## src/rtl/fhf_pkg.sv

```systemverilog
// Shared constants, types and state encodings for the heavy-flow vote table.
`timescale 1ns / 1ps
package fhf_pkg;

  // Geometry of the filter and the record table.
  localparam int FILTER_ROWS = 3;
  localparam int FILTER_COLS = 1024;
  localparam int RECORD_ROWS = 256;
  localparam int RECORD_COLS = 4;
  localparam int NUM_CAND    = 4;
  localparam int QUEUE_DEPTH = 2;

  localparam int FCOL_W  = $clog2(FILTER_COLS);
  localparam int ROW_W   = $clog2(RECORD_ROWS);
  localparam int COL_W   = $clog2(RECORD_COLS);
  localparam int CAND_W  = $clog2(NUM_CAND);
  localparam int SCAN_W  = CAND_W + COL_W;
  localparam int TAB_W   = ROW_W + COL_W;
  localparam int QPTR_W  = $clog2(QUEUE_DEPTH);

  // Field widths.
  localparam int CNT_W   = 16;
  localparam int CFG_W   = 16;
  localparam int FP_W    = 32;
  localparam int HASH_W  = 32;
  localparam int ECNT_W  = 32;
  localparam int VOTE_W  = 32;
  localparam int TOTAL_W = 32;
  localparam int PROD_W  = CFG_W + ECNT_W;
  localparam int BYTE_W  = 8;

  // Configuration register indexes and reset values.
  localparam int CFG_IDX_W = 2;
  localparam logic [CFG_IDX_W-1:0] CFG_FILTER_THRESHOLD  = 2'd0;
  localparam logic [CFG_IDX_W-1:0] CFG_REFRESH_THRESHOLD = 2'd1;
  localparam logic [CFG_IDX_W-1:0] CFG_VOTE_LIMIT        = 2'd2;
  localparam logic [CFG_W-1:0] FILTER_THRESHOLD_RST  = 16'd3;
  localparam logic [CFG_W-1:0] REFRESH_THRESHOLD_RST = 16'd1536;
  localparam logic [CFG_W-1:0] VOTE_LIMIT_RST        = 16'd8;

  // Item modes.
  localparam logic MODE_INSERT = 1'b0;
  localparam logic MODE_QUERY  = 1'b1;

  typedef enum logic [2:0] {
    OUT_QUERY      = 3'd0,
    OUT_HIT        = 3'd1,
    OUT_PLACED     = 3'd2,
    OUT_EVICTED    = 3'd3,
    OUT_NOT_PLACED = 3'd4,
    OUT_BLOCKED    = 3'd5
  } outcome_t;

  typedef struct packed {
    logic              mode;
    logic [9:0]        filter_index_a;
    logic [9:0]        filter_index_b;
    logic [9:0]        filter_index_c;
    logic [HASH_W-1:0] bucket_hash;
    logic [FP_W-1:0]   fingerprint;
  } item_t;

  typedef struct packed {
    logic [ECNT_W-1:0] flow_count;
    logic              passed_filter;
    outcome_t          outcome;
    logic              filter_refreshed;
  } result_t;

  // Classified item handed from the filter front end to the table engine.
  typedef struct packed {
    logic              mode;
    logic [HASH_W-1:0] bucket_hash;
    logic [FP_W-1:0]   fingerprint;
    logic              passed;
    logic              refreshed;
  } job_t;

  typedef struct packed {
    logic [CFG_W-1:0] filter_threshold;
    logic [CFG_W-1:0] refresh_threshold;
    logic [CFG_W-1:0] vote_limit;
  } cfg_t;

  typedef struct packed {
    logic             flag;
    logic [CNT_W-1:0] count;
  } cell_t;

  typedef struct packed {
    logic [FP_W-1:0]   fp;
    logic [ECNT_W-1:0] count;
  } entry_t;

  typedef enum logic [2:0] {
    F_CLEAR,
    F_IDLE,
    F_EVAL,
    F_SWEEP_RD,
    F_SWEEP_WR
  } front_state_t;

  typedef enum logic [3:0] {
    B_CLEAR,
    B_IDLE,
    B_SCAN_RD,
    B_SCAN_CHK,
    B_VOTE_RD,
    B_VOTE_UPD,
    B_MUL,
    B_CMP,
    B_EVICT
  } back_state_t;

endpackage

```

## src/rtl/fhf_queue.sv

```systemverilog
// Short job queue between the filter front end and the table engine.
`timescale 1ns / 1ps
module fhf_queue (
  input  logic          clk,
  input  logic          rst,
  input  logic          push,
  input  fhf_pkg::job_t job_in,
  output logic          full,
  output logic          valid,
  input  logic          pop,
  output fhf_pkg::job_t job_out
);

  fhf_pkg::job_t               slot [fhf_pkg::QUEUE_DEPTH];
  logic [fhf_pkg::QPTR_W-1:0]  wr_ptr;
  logic [fhf_pkg::QPTR_W-1:0]  rd_ptr;
  logic [fhf_pkg::QPTR_W:0]    fill;

  assign full    = fill == (fhf_pkg::QPTR_W + 1)'(fhf_pkg::QUEUE_DEPTH);
  assign valid   = fill != '0;
  assign job_out = slot[rd_ptr];

  // Ring pointers and fill level.
  always_ff @(posedge clk) begin
    if (rst) begin
      wr_ptr <= '0;
      rd_ptr <= '0;
      fill   <= '0;
    end else begin
      if (push) wr_ptr <= wr_ptr + 1'b1;
      if (pop)  rd_ptr <= rd_ptr + 1'b1;
      fill <= fill + (fhf_pkg::QPTR_W + 1)'(push) - (fhf_pkg::QPTR_W + 1)'(pop);
    end
    if (push) begin
      slot[wr_ptr] <= job_in;
    end
  end

endmodule

```

## config.mk

```make
export PLATFORM = sky130hd
export DESIGN_NAME = fhf_queue
export DESIGN_NICKNAME = d
export VERILOG_FILES = /design/src/rtl/fhf_pkg.sv /design/src/rtl/fhf_queue.sv
export SDC_FILE = /design/constraint.sdc
export NUM_CORES = 1
export LEC_CHECK = 0
export ABC_AREA = 1
export BUFFER_PORTS_ARGS = -buffer_cell sky130_fd_sc_hd__buf_2
export CAP_MARGIN = 25
export CORE_MARGIN = 8
export CORE_UTILIZATION = 52
export DETAILED_ROUTE_END_ITERATION = 8
export PLACE_DENSITY = 0.78
export SETUP_SLACK_MARGIN = 0.1
export SKIP_LAST_GASP = 1
export SLEW_MARGIN = 20
export SYNTH_ARGS = -nofsm -noshare
export SYNTH_HDL_FRONTEND = slang
export SYNTH_SLANG_ARGS = --single-unit
```

## constraint.sdc

```tcl
create_clock -name clk -period 4.9 [get_ports clk]
set_clock_uncertainty 0.2 [all_clocks]
set_input_delay 0.49 -clock clk [delete_from_list [all_inputs] [get_ports clk]]
set_output_delay 0.49 -clock clk [all_outputs]
set_load 0.01 [all_outputs]
```

=== After elaboration in Yosys (flattened, before gate mapping) ===
Memories as Yosys holds them, arrays and structs flattened. A register that Yosys moved wholly into a read port is not among the register bits.
Index checks and enable logic that the tools add are counted.

* Flip-flop bits (word level): 4
* Latch bits: 0
* Bits in writable memories: 134
* Bits in read-only memories: 0
* Input port bits: 71
* Memories: 1

* Add/sub/neg operators: 4
* Multiply operators: 0
* Div/mod/pow operators: 0
* Magnitude comparators: 0
* Equality and inequality tests: 1
* Shift-type cells: 0
* Muxes and demuxes: 4
* Bitwise gates (word level): 0
* Reductions and logical operators: 1

{| class="wikitable"
|+ Memories
! name !! words !! width !! read ports !! clocked after Yosys merged registers in !! wr ports !! line !! source
|-
| slot || 2 || 67 || 1 || 1 || 1 || fhf_queue.sv:14 || <nowiki>fhf_pkg::job_t slot [fhf_pkg::QUEUE_DEPTH];</nowiki>
|}

{| class="wikitable"
|+ Operators by type and width
! kind !! number
|-
| two-way mux 1 bit || 4
|-
| adder 1 bit (second input constant) || 2
|-
| adder 2 x 1 -> 2 bit || 1
|-
| == test 2 bit (second input constant) || 1
|-
| nonzero test 2 bit || 1
|-
| subtractor 2 x 1 -> 2 bit || 1
|}

=== Longest topological paths before layout ===
Gate-level depths: netlist of run 1.

* Depth in word-level cells: 3
* Gate-level depth with buffers: 9
* Depth with buffers taken out: 9

=== Worst setup path before layout of run 1 ===
Ideal clock, no wire load.

* Kind: input to register
* From: input push
* To: memory slot[0][0] (netlist name) (enable)
* Setup time: 0.494 ns
* Arrival: 3.339 ns
* Path slack: 0.867 ns
* Cell stages on the path: 2
* Cells stage by stage: inv_1 > nor2_1

* Word-level cells in the longest chain between the ends: 2

{| class="wikitable"
|+ RTL lines
! item !! line !! source
|-
| start, declared || fhf_queue.sv:6 || <nowiki>input logic push,</nowiki>
|-
| two-way mux 1 bit || fhf_queue.sv:34 || <nowiki>if (push) begin</nowiki>
|-
| two-way mux 1 bit (implied by the code) || fhf_queue.sv:35 || <nowiki>slot[wr_ptr] <= job_in;</nowiki>
|-
| end, declared || fhf_queue.sv:14 ||
|}

Every way passes these cells.

==> results of run 1 <==
## sequential cells by signal, indices dropped and copies added, names as in the netlist, named ones only
register / flops
rd_ptr: 1
slot: 134
wr_ptr: 1
fill: 2
## path summary, 6_finish.rpt
| kind | startpoint | to | slack, ns | cells past startpoint |
|---|---|---|---|---|
| min | pop | register | 0.08 | 3 |
| max reg2reg | wr_ptr$_SDFFE_PP0P_ | slot[0][15]$_DFFE_PP_ | 2.65 | 2 |
| min reg2reg | rd_ptr$_SDFFE_PP0P_ | register | 0.35 | 2 |
| max | register | job_out[58] | 2.16 | 3 |
## final cells by class
type,instances,area [sq um]
Clock buffer,19,422
Sequential cell,139,4130
Inverter,8,30.0
Fill cell,579,2400
Clock inverter,13,199
Timing Repair Buffer,210,1410
Multi-Input combinational cell,85,968
Antenna cell,1,2.50
Tap cell,133,166
## per-layer routing
layer | share of wire | GRT usage | vias to the layer above
li1 | - | - | 1377
met1 | 0.37 | 0.162 | 1410
met2 | 0.52 | 0.285 | 113
met3 | 0.086 | 0.0672 | 20
met4 | 0.019 | 0.0787 | 0
met5 | 0 | 0 | -
## kinds of logic after synthesis
| logic type | after synthesis |
|---|---|
| multiplexers | 67 |
| flip-flops | 139 |
| buffers and inverters | 15 |
| adder cells (fa/ha/maj) | 2 |
| XOR/XNOR | 1 |
| AND/OR/NAND/NOR | 14 |
| AO/OA/AOI/OAI | 1 |
## per-stage QoR
step           hold WS, ns  power (W)  instance area [sq um]
2_1_floorplan        0.280    0.00160                   5170
3_3_place_gp         0.294    0.00171                   6000
3_5_place_dp         0.325    0.00172                   6000
4_1_cts             0.0577    0.00307                   7300
5_1_grt             0.0863    0.00316                   7320
6_report            0.0826    0.00306                   7330
## where the power goes
part / switching [W] / total [W] / internal [W]
logic: 0.000150 / 0.000329 / 0.000179
registers: 0.0000295 / 0.00141 / 0.00138
clock network: 0.000449 / 0.00132 / 0.000872
## Yosys cell counts, drive strengths merged
cell type / instances / area (sq um)
a21oi: 1 / 5.00
buf: 7 / 56.3
dfxtp: 5 / 100
edfxtp: 134 / 4020
ha: 2 / 25.0
inv: 8 / 30.0
mux2: 67 / 867
nand2: 5 / 18.8
nand3: 1 / 5.00
nor2: 7 / 26.3
nor3: 1 / 5.00
xnor2: 1 / 8.76
## worst max-delay path, delay by kind of cell, from the launching register on
| kind | cells | cell delay, ns |
|---|---|---|
| flops | 1 | 0.70 |
| mux | 1 | 0.37 |
| buf+inv | 2 | 0.45 |
## repair_timing
item,4_1_cts,5_1_grt
hold buffers,68,0
endpoints found under the hold margin,138,0
endpoints found under the setup margin,0,0
==> out/summary.txt, run 1 <==
most common cell after layout, fill and taps aside = buf_2
startpoint class of the critical path = register
CTS tree = built
Pleak = 2.89 nW
commonest non-fill, non-tap cells in the layout = buf_2, edfxtp_1, dlygate4sd3_1
Cell Chain, Critical Path = buf_12, mux2_2, buf_2
fin util = 0.753
IO Pins = 140
final worst path period share = 0.560
Post-Syn Instances = 239
CTS Buffer Depth = 2
setup bufs post-CTS = 0
total clock sinks = 139
count of cell types in the netlist = 15
Final Slew Violations = 0
DRT antenna net count = 0
status = finished clean
fmax = 365 MHz
Die Span Y = 116 um
Setup TNS Final = 0 ns
placed insts = 506
Crit Path Max Fanout = 37
max_cap viols = 0
Reg clk slew, reported paths = 0.06 ns
Core Area = 9730 sq um
WL/cell = 17.6 um
pin count of the biggest net entering global routing = 68
htree depth = 4
GPL Wtd Cong = 0.703
maximum vdd ir drop = 0.274 mV
cts repair resizes = 0
row count = 36
RSZ-0062 raised after global routing = false
worst-path cell with the longest stage delay = dfxtp_4
via count = 2920
post-route insts no fill = 608
Worst-Skew Late Latency = 0.52 ns
Final HPWL DP = 6380 um
vias per cell = 4.80
clock root buffer = clkbuf_8
final hold violations = 0
Area Overhead vs Synth = 41.7%
Simple-Gate Fraction of Synth Area = 0.0106
worst hold path class = input port to register
final WL = 10700 um
Seq/Total Area, Yosys = 0.797
Worst EP required = 4.21 ns
Worst setup EP type = output pin
Die X-Extent = 116 um
Mapped Area = 5170 sq um
Syn Area/Cell = 21.6 sq um
Net Count, Synth = 312
Worst Path Arrival = 2.05 ns
Initial DRT Pass Iterations = 4
global-route wire length before repair = 15800 um
fin nets = 534
Rel. slew slack = 0.346
worst slack at placement = 2.28 ns
total die area = 13400 sq um
Num CTS Buffers = 17
initial core utilization = 0.532
main combinational cell family by area after synthesis = multiplexers
initial antenna violation count = 0
final worst slack = 2.16 ns
Worst-Margin Slew = 0.979 ns
IO buf count = 139
adder-cell share of the synthesized area = 0.00484
critical path type = register to output pin
yosys warns = 0
final setup fails = 0
vias in the first global route = 3201
PwrDens = 417 nW/um^2
GRT Total Usage = 0.162
residual DRC count = 0
Synth Register Bits = 139
grt ovf = 0
layout cell share with drive strength beyond 1 = 0.506
min cycle time layout = 2.74 ns
Synth Area in Compound Gates = 0.000968
crit-path max cell delay = 0.70 ns
post-synthesis xor/xnor area fraction = 0.00169
DRT iter0 DRCs = 164
proportion of synthesized area in mux cells = 0.168
Power figures use the tool's default switching activity.
==> inputs of run 2 (changes only) <==
Settings changed: ABC_AREA 1 to 0.
Clock period 4.9 ns to 2.55 ns, I/O delays scaled along.
==> run 2 against run 1 <==
  * Setup slack worse by 1.9 ns
  * Global-route usage rose by 0.19 points
  * Wire length down 0.45%
  * Register-to-register slack worse by 1.8 ns
  * Sequential power up 92%
  * First-iteration DRC count decreased by 24%
  * Non-clock buffer count grew 4
  * Count of clock-buffer cells in the layout unchanged
  * Utilization fell by 0.27 points
  * Total power increased by 85%
  * Flip-flop and latch count is the same
==> out/summary.txt, run 2 <==
residual DRC count = 0 (unchanged)
startpoint class of the critical path = register
Mapped Area = 5170 sq um (about the same)
Placed Instance Area = 6050 sq um (+0.75%)
Syn Area/Cell = 22.6 sq um (+4.3%)
post-route insts no fill = 602 (-0.99%)
Fillers = 603 (+4.1%)
most common cell after layout, fill and taps aside = buf_2
CTS tree = built
vias per cell = 4.74 (-1.4%)
Rel. slew slack = 0.685 (+0.339)
final hold violations = 0 (unchanged)
pin count of the biggest net entering global routing = 38 (-44%)
worst slack at placement = 0.755 ns (-1.52 ns)
Final Slew Violations = 0 (unchanged)
Worst EP required = 2.10 ns (-2.11 ns)
initial core utilization = 0.531 (about the same)
most instantiated cells after synthesis = edfxtp_1, mux2_2, mux2_4, dfxtp_1, nor2_1
Worst setup EP type = output pin
Crit Path Max Fanout = 20 (-46%)
Setup TNS Final = 0 ns (unchanged)
Net Count, Synth = 302 (-3.2%)
Reg with most FFs = slot
vias in the first global route = 3229 (+0.87%)
row count = 36 (unchanged)
WL/cell = 17.6 um (+0.54%)
fin area = 7300 sq um (-0.36%)
Async S/R FF share, synth = 0 (unchanged)
CP top delay family = buffers and inverters
layout cell share with drive strength beyond 1 = 0.519 (+0.0129)
final WL = 10600 um (-0.45%)
DRT iter0 DRCs = 125 (-24%)
Num CTS Buffers = 17 (unchanged)
Cell Chain, Critical Path = buf_4, mux2_2, buf_2
min cycle time layout = 2.30 ns
crit-path max cell delay = 0.45 ns (-0.25 ns)
GRT Total Usage = 0.164 (+0.00195)
Synth Register Bits = 139 (unchanged)
via count = 2851 (-2.4%)
Reg clk slew, reported paths = 0.06 ns (about the same)
fin util = 0.750 (-0.00270)
Worst Path Arrival = 1.85 ns (-0.20 ns)
hold_buf cts = 70 (+2.9%)
CTS Buffer Depth = 2 (unchanged)
count of cell types in the netlist = 15 (unchanged)
count of flip-flops with a built-in enable after synthesis = 134 (unchanged)
synth top area cells = edfxtp_1, mux2_4, mux2_2, dfxtp_1, buf_6
Top Registers = slot x134, fill x2
Worst-Margin Slew = 0.472 ns (-0.506 ns)
worst hold path class = input port to register
Initial DRT Pass Iterations = 4 (unchanged)
r2r startpoint = wr_ptr$_SDFFE_PP0P_
placed insts = 499 (-1.4%)
worst-path cell with the longest stage delay = dfxtp_4
Seq/Total Area, Yosys = 0.798 (about the same)
final setup fails = 0 (unchanged)
RSZ-0062 raised after global routing = false
Worst-Skew Late Latency = 0.51 ns (about the same)
CP Buf/Inv Count = 2 (unchanged)
Synth area leader = edfxtp_1
commonest non-fill, non-tap cells in the layout = buf_2, edfxtp_1, dlygate4sd3_1
Die Span Y = 116 um (about the same)
Hold Path Origin = job_in[4]
yosys warns = 0 (unchanged)
Final HPWL DP = 6490 um (+1.6%)
final worst path period share = 0.903
cts repair resizes = 0 (unchanged)
Area Overhead vs Synth = 41.3%
final worst slack = 0.248 ns (-1.91 ns)
fin nets = 528 (-1.1%)
status = finished clean
total clock sinks = 139 (unchanged)
global-route wire length before repair = 16100 um (+2.2%)
initial antenna violation count = 0 (unchanged)
total die area = 13400 sq um (about the same)
Pleak = 2.87 nW (-0.97%)
fmax = 434 MHz
GPL Wtd Cong = 0.722 (+2.7%)
grt ovf = 0 (unchanged)
critical path type = register to output pin
setup bufs post-CTS = 0 (unchanged)
Synth Flop Type = edfxtp_1
max_cap viols = 0 (unchanged)
IO Pins = 140 (unchanged)
htree depth = 4 (unchanged)
IO buf count = 139 (unchanged)
Synth top area share = 0.779 (about the same)
Die X-Extent = 116 um (about the same)
top-count cell post-synth = edfxtp_1
PwrDens = 776 nW/um^2 (+86%)
clock root buffer = clkbuf_8
maximum vdd ir drop = 0.488 mV (+78%)
DRT antenna net count = 0 (unchanged)
Core Area = 9730 sq um (unchanged)
Post-Syn Instances = 229 (-4.2%)
max FFs per register = 134 (unchanged)
-- run 2: changes by cell type in the layout (fill, tap and decap cells not counted), moves of 2 or more --
cell	previous run	this run
bufinv_16	5	2
clkinv_2	2	4
dlygate4sd3_1	68	70
inv_1	7	2
nand2_1	5	0
nor2_1	6	4
nor2b_1	0	2
-- run 2: path summary, 6_finish.rpt --
| kind | slack, ns | cells past startpoint | to |
|---|---|---|---|
| worst max-delay path | 0.25 | 3 | job_out[56] |
| worst min-delay path | 0.26 | 2 | slot[1][4]$_DFFE_PP_ |
| worst max register to register | 0.84 | 2 | slot[1][5]$_DFFE_PP_ |
| worst min register to register | 0.32 | 2 | rd_ptr$_SDFFE_PP0P_ |
-- run 2: per-layer routing --
layer,part of all wire,global-route usage
met2,0.54,0.293
met1,0.37,0.164
met4,0.020,0.0821
met5,0,0
met3,0.068,0.0604
-- run 2: area by class of cell --
cell class              instances  area, sq um  area share
flip-flops and latches        139         4130       0.565
repair buffers                214         1460       0.200
multi-input cells              81          988       0.135
clock buffers                  19          422      0.0578
well taps                     133          166      0.0228
clock inverters                13          128      0.0175
inverters                       2         7.51     0.00103
diodes                          1         2.50    0.000343
-- run 2: logic make-up after synthesis --
group | Yosys count | synth area share
AND/OR/NAND/NOR | 9 | 0.00896
multiplexers | 67 | 0.168
XOR/XNOR | 3 | 0.00775
flip-flops | 139 | 0.798
adder cells (fa/ha/maj) | 2 | 0.00484
buffers and inverters | 9 | 0.0124
-- run 2: power by group --
part | leakage [nW] | internal [W] | switching, W
logic | 1.30 | 0.000381 | 0.000317
clock network | 0.262 | 0.00138 | 0.000876
registers | 1.30 | 0.00267 | 0.0000461
total | 2.87 | 0.00442 | 0.00124
-- run 2: metrics by stage --
stage	hold slack, ns	total power [W]
6_report	0.265	0.00566
5_1_grt	0.249	0.00586
4_1_cts	0.239	0.00570
3_5_place_dp	0.247	0.00338
3_3_place_gp	0.242	0.00336
2_1_floorplan	0.127	0.00312
-- run 2: worst reg2reg max path: cells and delay by family, from the launching register on --
| kind | cells | cell delay, ns |
|---|---|---|
| DFF | 1 | 0.40 |
| buffers and inverters | 1 | 0.30 |
| and+or+nand+nor | 1 | 0.48 |
==> inputs of run 3 (changes only) <==
Settings changed: CORE_UTILIZATION 52 to 54, CTS_BUF_LIST set to sky130_fd_sc_hd__clkbuf_4, PLACE_DENSITY 0.78 to 0.81.
==> run 3 against run 2 <==
  * Via count rose by 1.4%
  * Die area fell by 3.2%
  * Sequential power barely moved
  * Worst hold slack got worse by 0.0017 ns
  * First-iteration DRC count rose by 9.6%
  * Register-to-register slack improved by 0.05 ns
  * Combinational power rose by 2%
  * Design area fell by 3.4%
  * Count of clock-buffer cells in the layout fell by 2
  * Utilization rose by 0.90 points
  * Total power fell by 15%
==> out/summary.txt, run 3 (synthesized netlist as in run 2, its figures left out) <==
status = finished clean
Worst Path Arrival = 1.76 ns (-0.09 ns)
Reg clk slew, reported paths = 0.13 ns (+0.07 ns)
critical path type = register to output pin
worst hold path class = input port to register
Net Sw Frac = 0.246 (+0.0276)
IO Pins = 140 (unchanged)
WHS Path Cells = 2 (unchanged)
GPL Wtd Cong = 0.706 (-2.2%)
Die X-Extent = 114 um (-1.6%)
CTS tree = built
DRT iter0 DRCs = 137 (+9.6%)
final WL = 11000 um (+3.1%)
RR Endpoint = slot[1][43]$_DFFE_PP_
Worst EP required = 2.10 ns (about the same)
global-route wire length before repair = 16800 um (+4.1%)
vias per cell = 4.82 (+1.8%)
antenna diode count = 0 (-1)
pin count of the biggest net entering global routing = 40 (+5.3%)
Clock power frac = 0.292 (-0.106)
Worst-Margin Slew = 0.521 ns (+0.0488 ns)
htree depth = 4 (unchanged)
Area Overhead vs Synth = 36.5%
total clock sinks = 139 (unchanged)
Gate power share = 0.147 (+0.024)
WL/cell = 18.3 um (+3.5%)
r2r startpoint = wr_ptr$_SDFFE_PP0P_
total die area = 13000 sq um (-3.2%)
Die Span Y = 114 um (-1.6%)
Setup TNS Final = 0 ns (unchanged)
r2r setup slk = 0.89 ns (+0.05 ns)
residual DRC count = 0 (unchanged)
vias in the first global route = 3347 (+3.7%)
Top Registers = slot x134, fill x2
sequential power share = 0.561 (+0.082)
commonest non-fill, non-tap cells in the layout = buf_2, edfxtp_1, dlygate4sd3_1
IO buf count = 139 (unchanged)
Core Area = 9280 sq um (-4.6%)
Hold Path End = slot[1][9]$_DFFE_PP_
initial core utilization = 0.556 (+0.0255)
most common cell after layout, fill and taps aside = buf_2
maximum vdd ir drop = 0.438 mV (-10%)
Worst setup EP type = output pin
min cycle time layout = 2.22 ns (-0.0846 ns)
via count = 2892 (+1.4%)
row count = 35 (-2.8%)
final hold violations = 0 (unchanged)
final setup fails = 0 (unchanged)
RSZ-0062 raised after global routing = false
Num CTS Buffers = 17 (unchanged)
Final Slew Violations = 0 (unchanged)
Psw = 0.00119 W (-3.9%)
Crit Path Max Fanout = 15 (-25%)
Pleak = 2.76 nW (-3.8%)
internal power = 0.00364 W (-18%)
Register-to-Register Path Depth = 2 (unchanged)
Worst-Skew Late Latency = 0.49 ns (-0.02 ns)
fmax = 451 MHz (+3.8%)
Hold Path Origin = job_in[9]
initial antenna violation count = 0 (unchanged)
startpoint class of the critical path = register
cts repair resizes = 0 (unchanged)
worst hold slack = 0.263 ns (-0.00171 ns)
grt ovf = 0 (unchanged)
DRT antenna net count = 0 (unchanged)
Initial DRT Pass Iterations = 4 (unchanged)
fin nets = 531 (+0.57%)
GRT Total Usage = 0.171 (+0.00774)
Rel. slew slack = 0.653 (-0.0325)
max FFs per register = 134 (unchanged)
CTS Buffer Depth = 2 (unchanged)
final worst path period share = 0.869 (-0.0332)
layout cell share with drive strength beyond 1 = 0.529 (+0.00943)
Final HPWL DP = 6850 um (+5.6%)
PwrDens = 686 nW/um^2 (-12%)
Reg with most FFs = slot
max_cap viols = 0 (unchanged)
clock root buffer = clkbuf_4
## run 3: final cells by class
type / instances / area, sq um
clock buffers: 17 / 128
clock inverters: 15 / 163
fillers: 563 / 2230
inverters: 2 / 7.51
multi-input cells: 81 / 987
flip-flops and latches: 139 / 4130
well taps: 129 / 161
repair buffers: 217 / 1480
## run 3: what timing repair did
action	CTS	global route
endpoints found under the hold margin	139	0
setup buffers	0	1
hold buffers	70	0
setup endpoints to repair	0	17
## run 3: layer usage
metal  wire length [um]  up-vias  track usage
met5                  0        -            0
met4                204        0       0.0710
met3                675       17       0.0602
met2               6190      110        0.323
met1               3890     1400        0.165
li1                   -     1365            -
## run 3: per-stage QoR
step	total power, W	setup WS [ns]	utilization	cells	cell area [sq um]
floorplan	0.00312	0.589	-	229	5170
global placement	0.00336	0.735	0.651	497	6040
detailed placement	0.00338	0.702	0.651	497	6040
CTS	0.00487	0.123	0.758	599	7040
global route	0.00502	0.233	0.759	600	7050
finish	0.00483	0.333	0.759	600	7050
## run 3: worst max-delay path by stage
stage                     slack, ns                    to  cells past startpoint                 from
final                          0.33            job_out[9]                      3             register
after global routing           0.23            job_out[1]                      3             register
after CTS                      0.12            job_out[6]                      3             register
after detailed placement       0.70           job_out[12]                      3             register
after global placement         0.74           job_out[63]                      3             register
after floorplan                0.59  slot[0][0]$_DFFE_PP_                      1  wr_ptr$_SDFFE_PP0P_
## run 3: power by group through the flow
stage          Combinational (W)  Clock, W  Sequential [W]
2_1_floorplan           0.000378         0         0.00274
3_3_place_gp            0.000594         0         0.00276
3_5_place_dp            0.000612         0         0.00277
4_1_cts                 0.000699   0.00145         0.00272
5_1_grt                 0.000763   0.00153         0.00272
6_report                0.000709   0.00141         0.00271
## run 3: worst max-delay path, cell delays in order, from the launching register on
cell     delay, ns
dfxtp_4       0.48
buf_4         0.27
mux2_2        0.37
buf_2         0.15
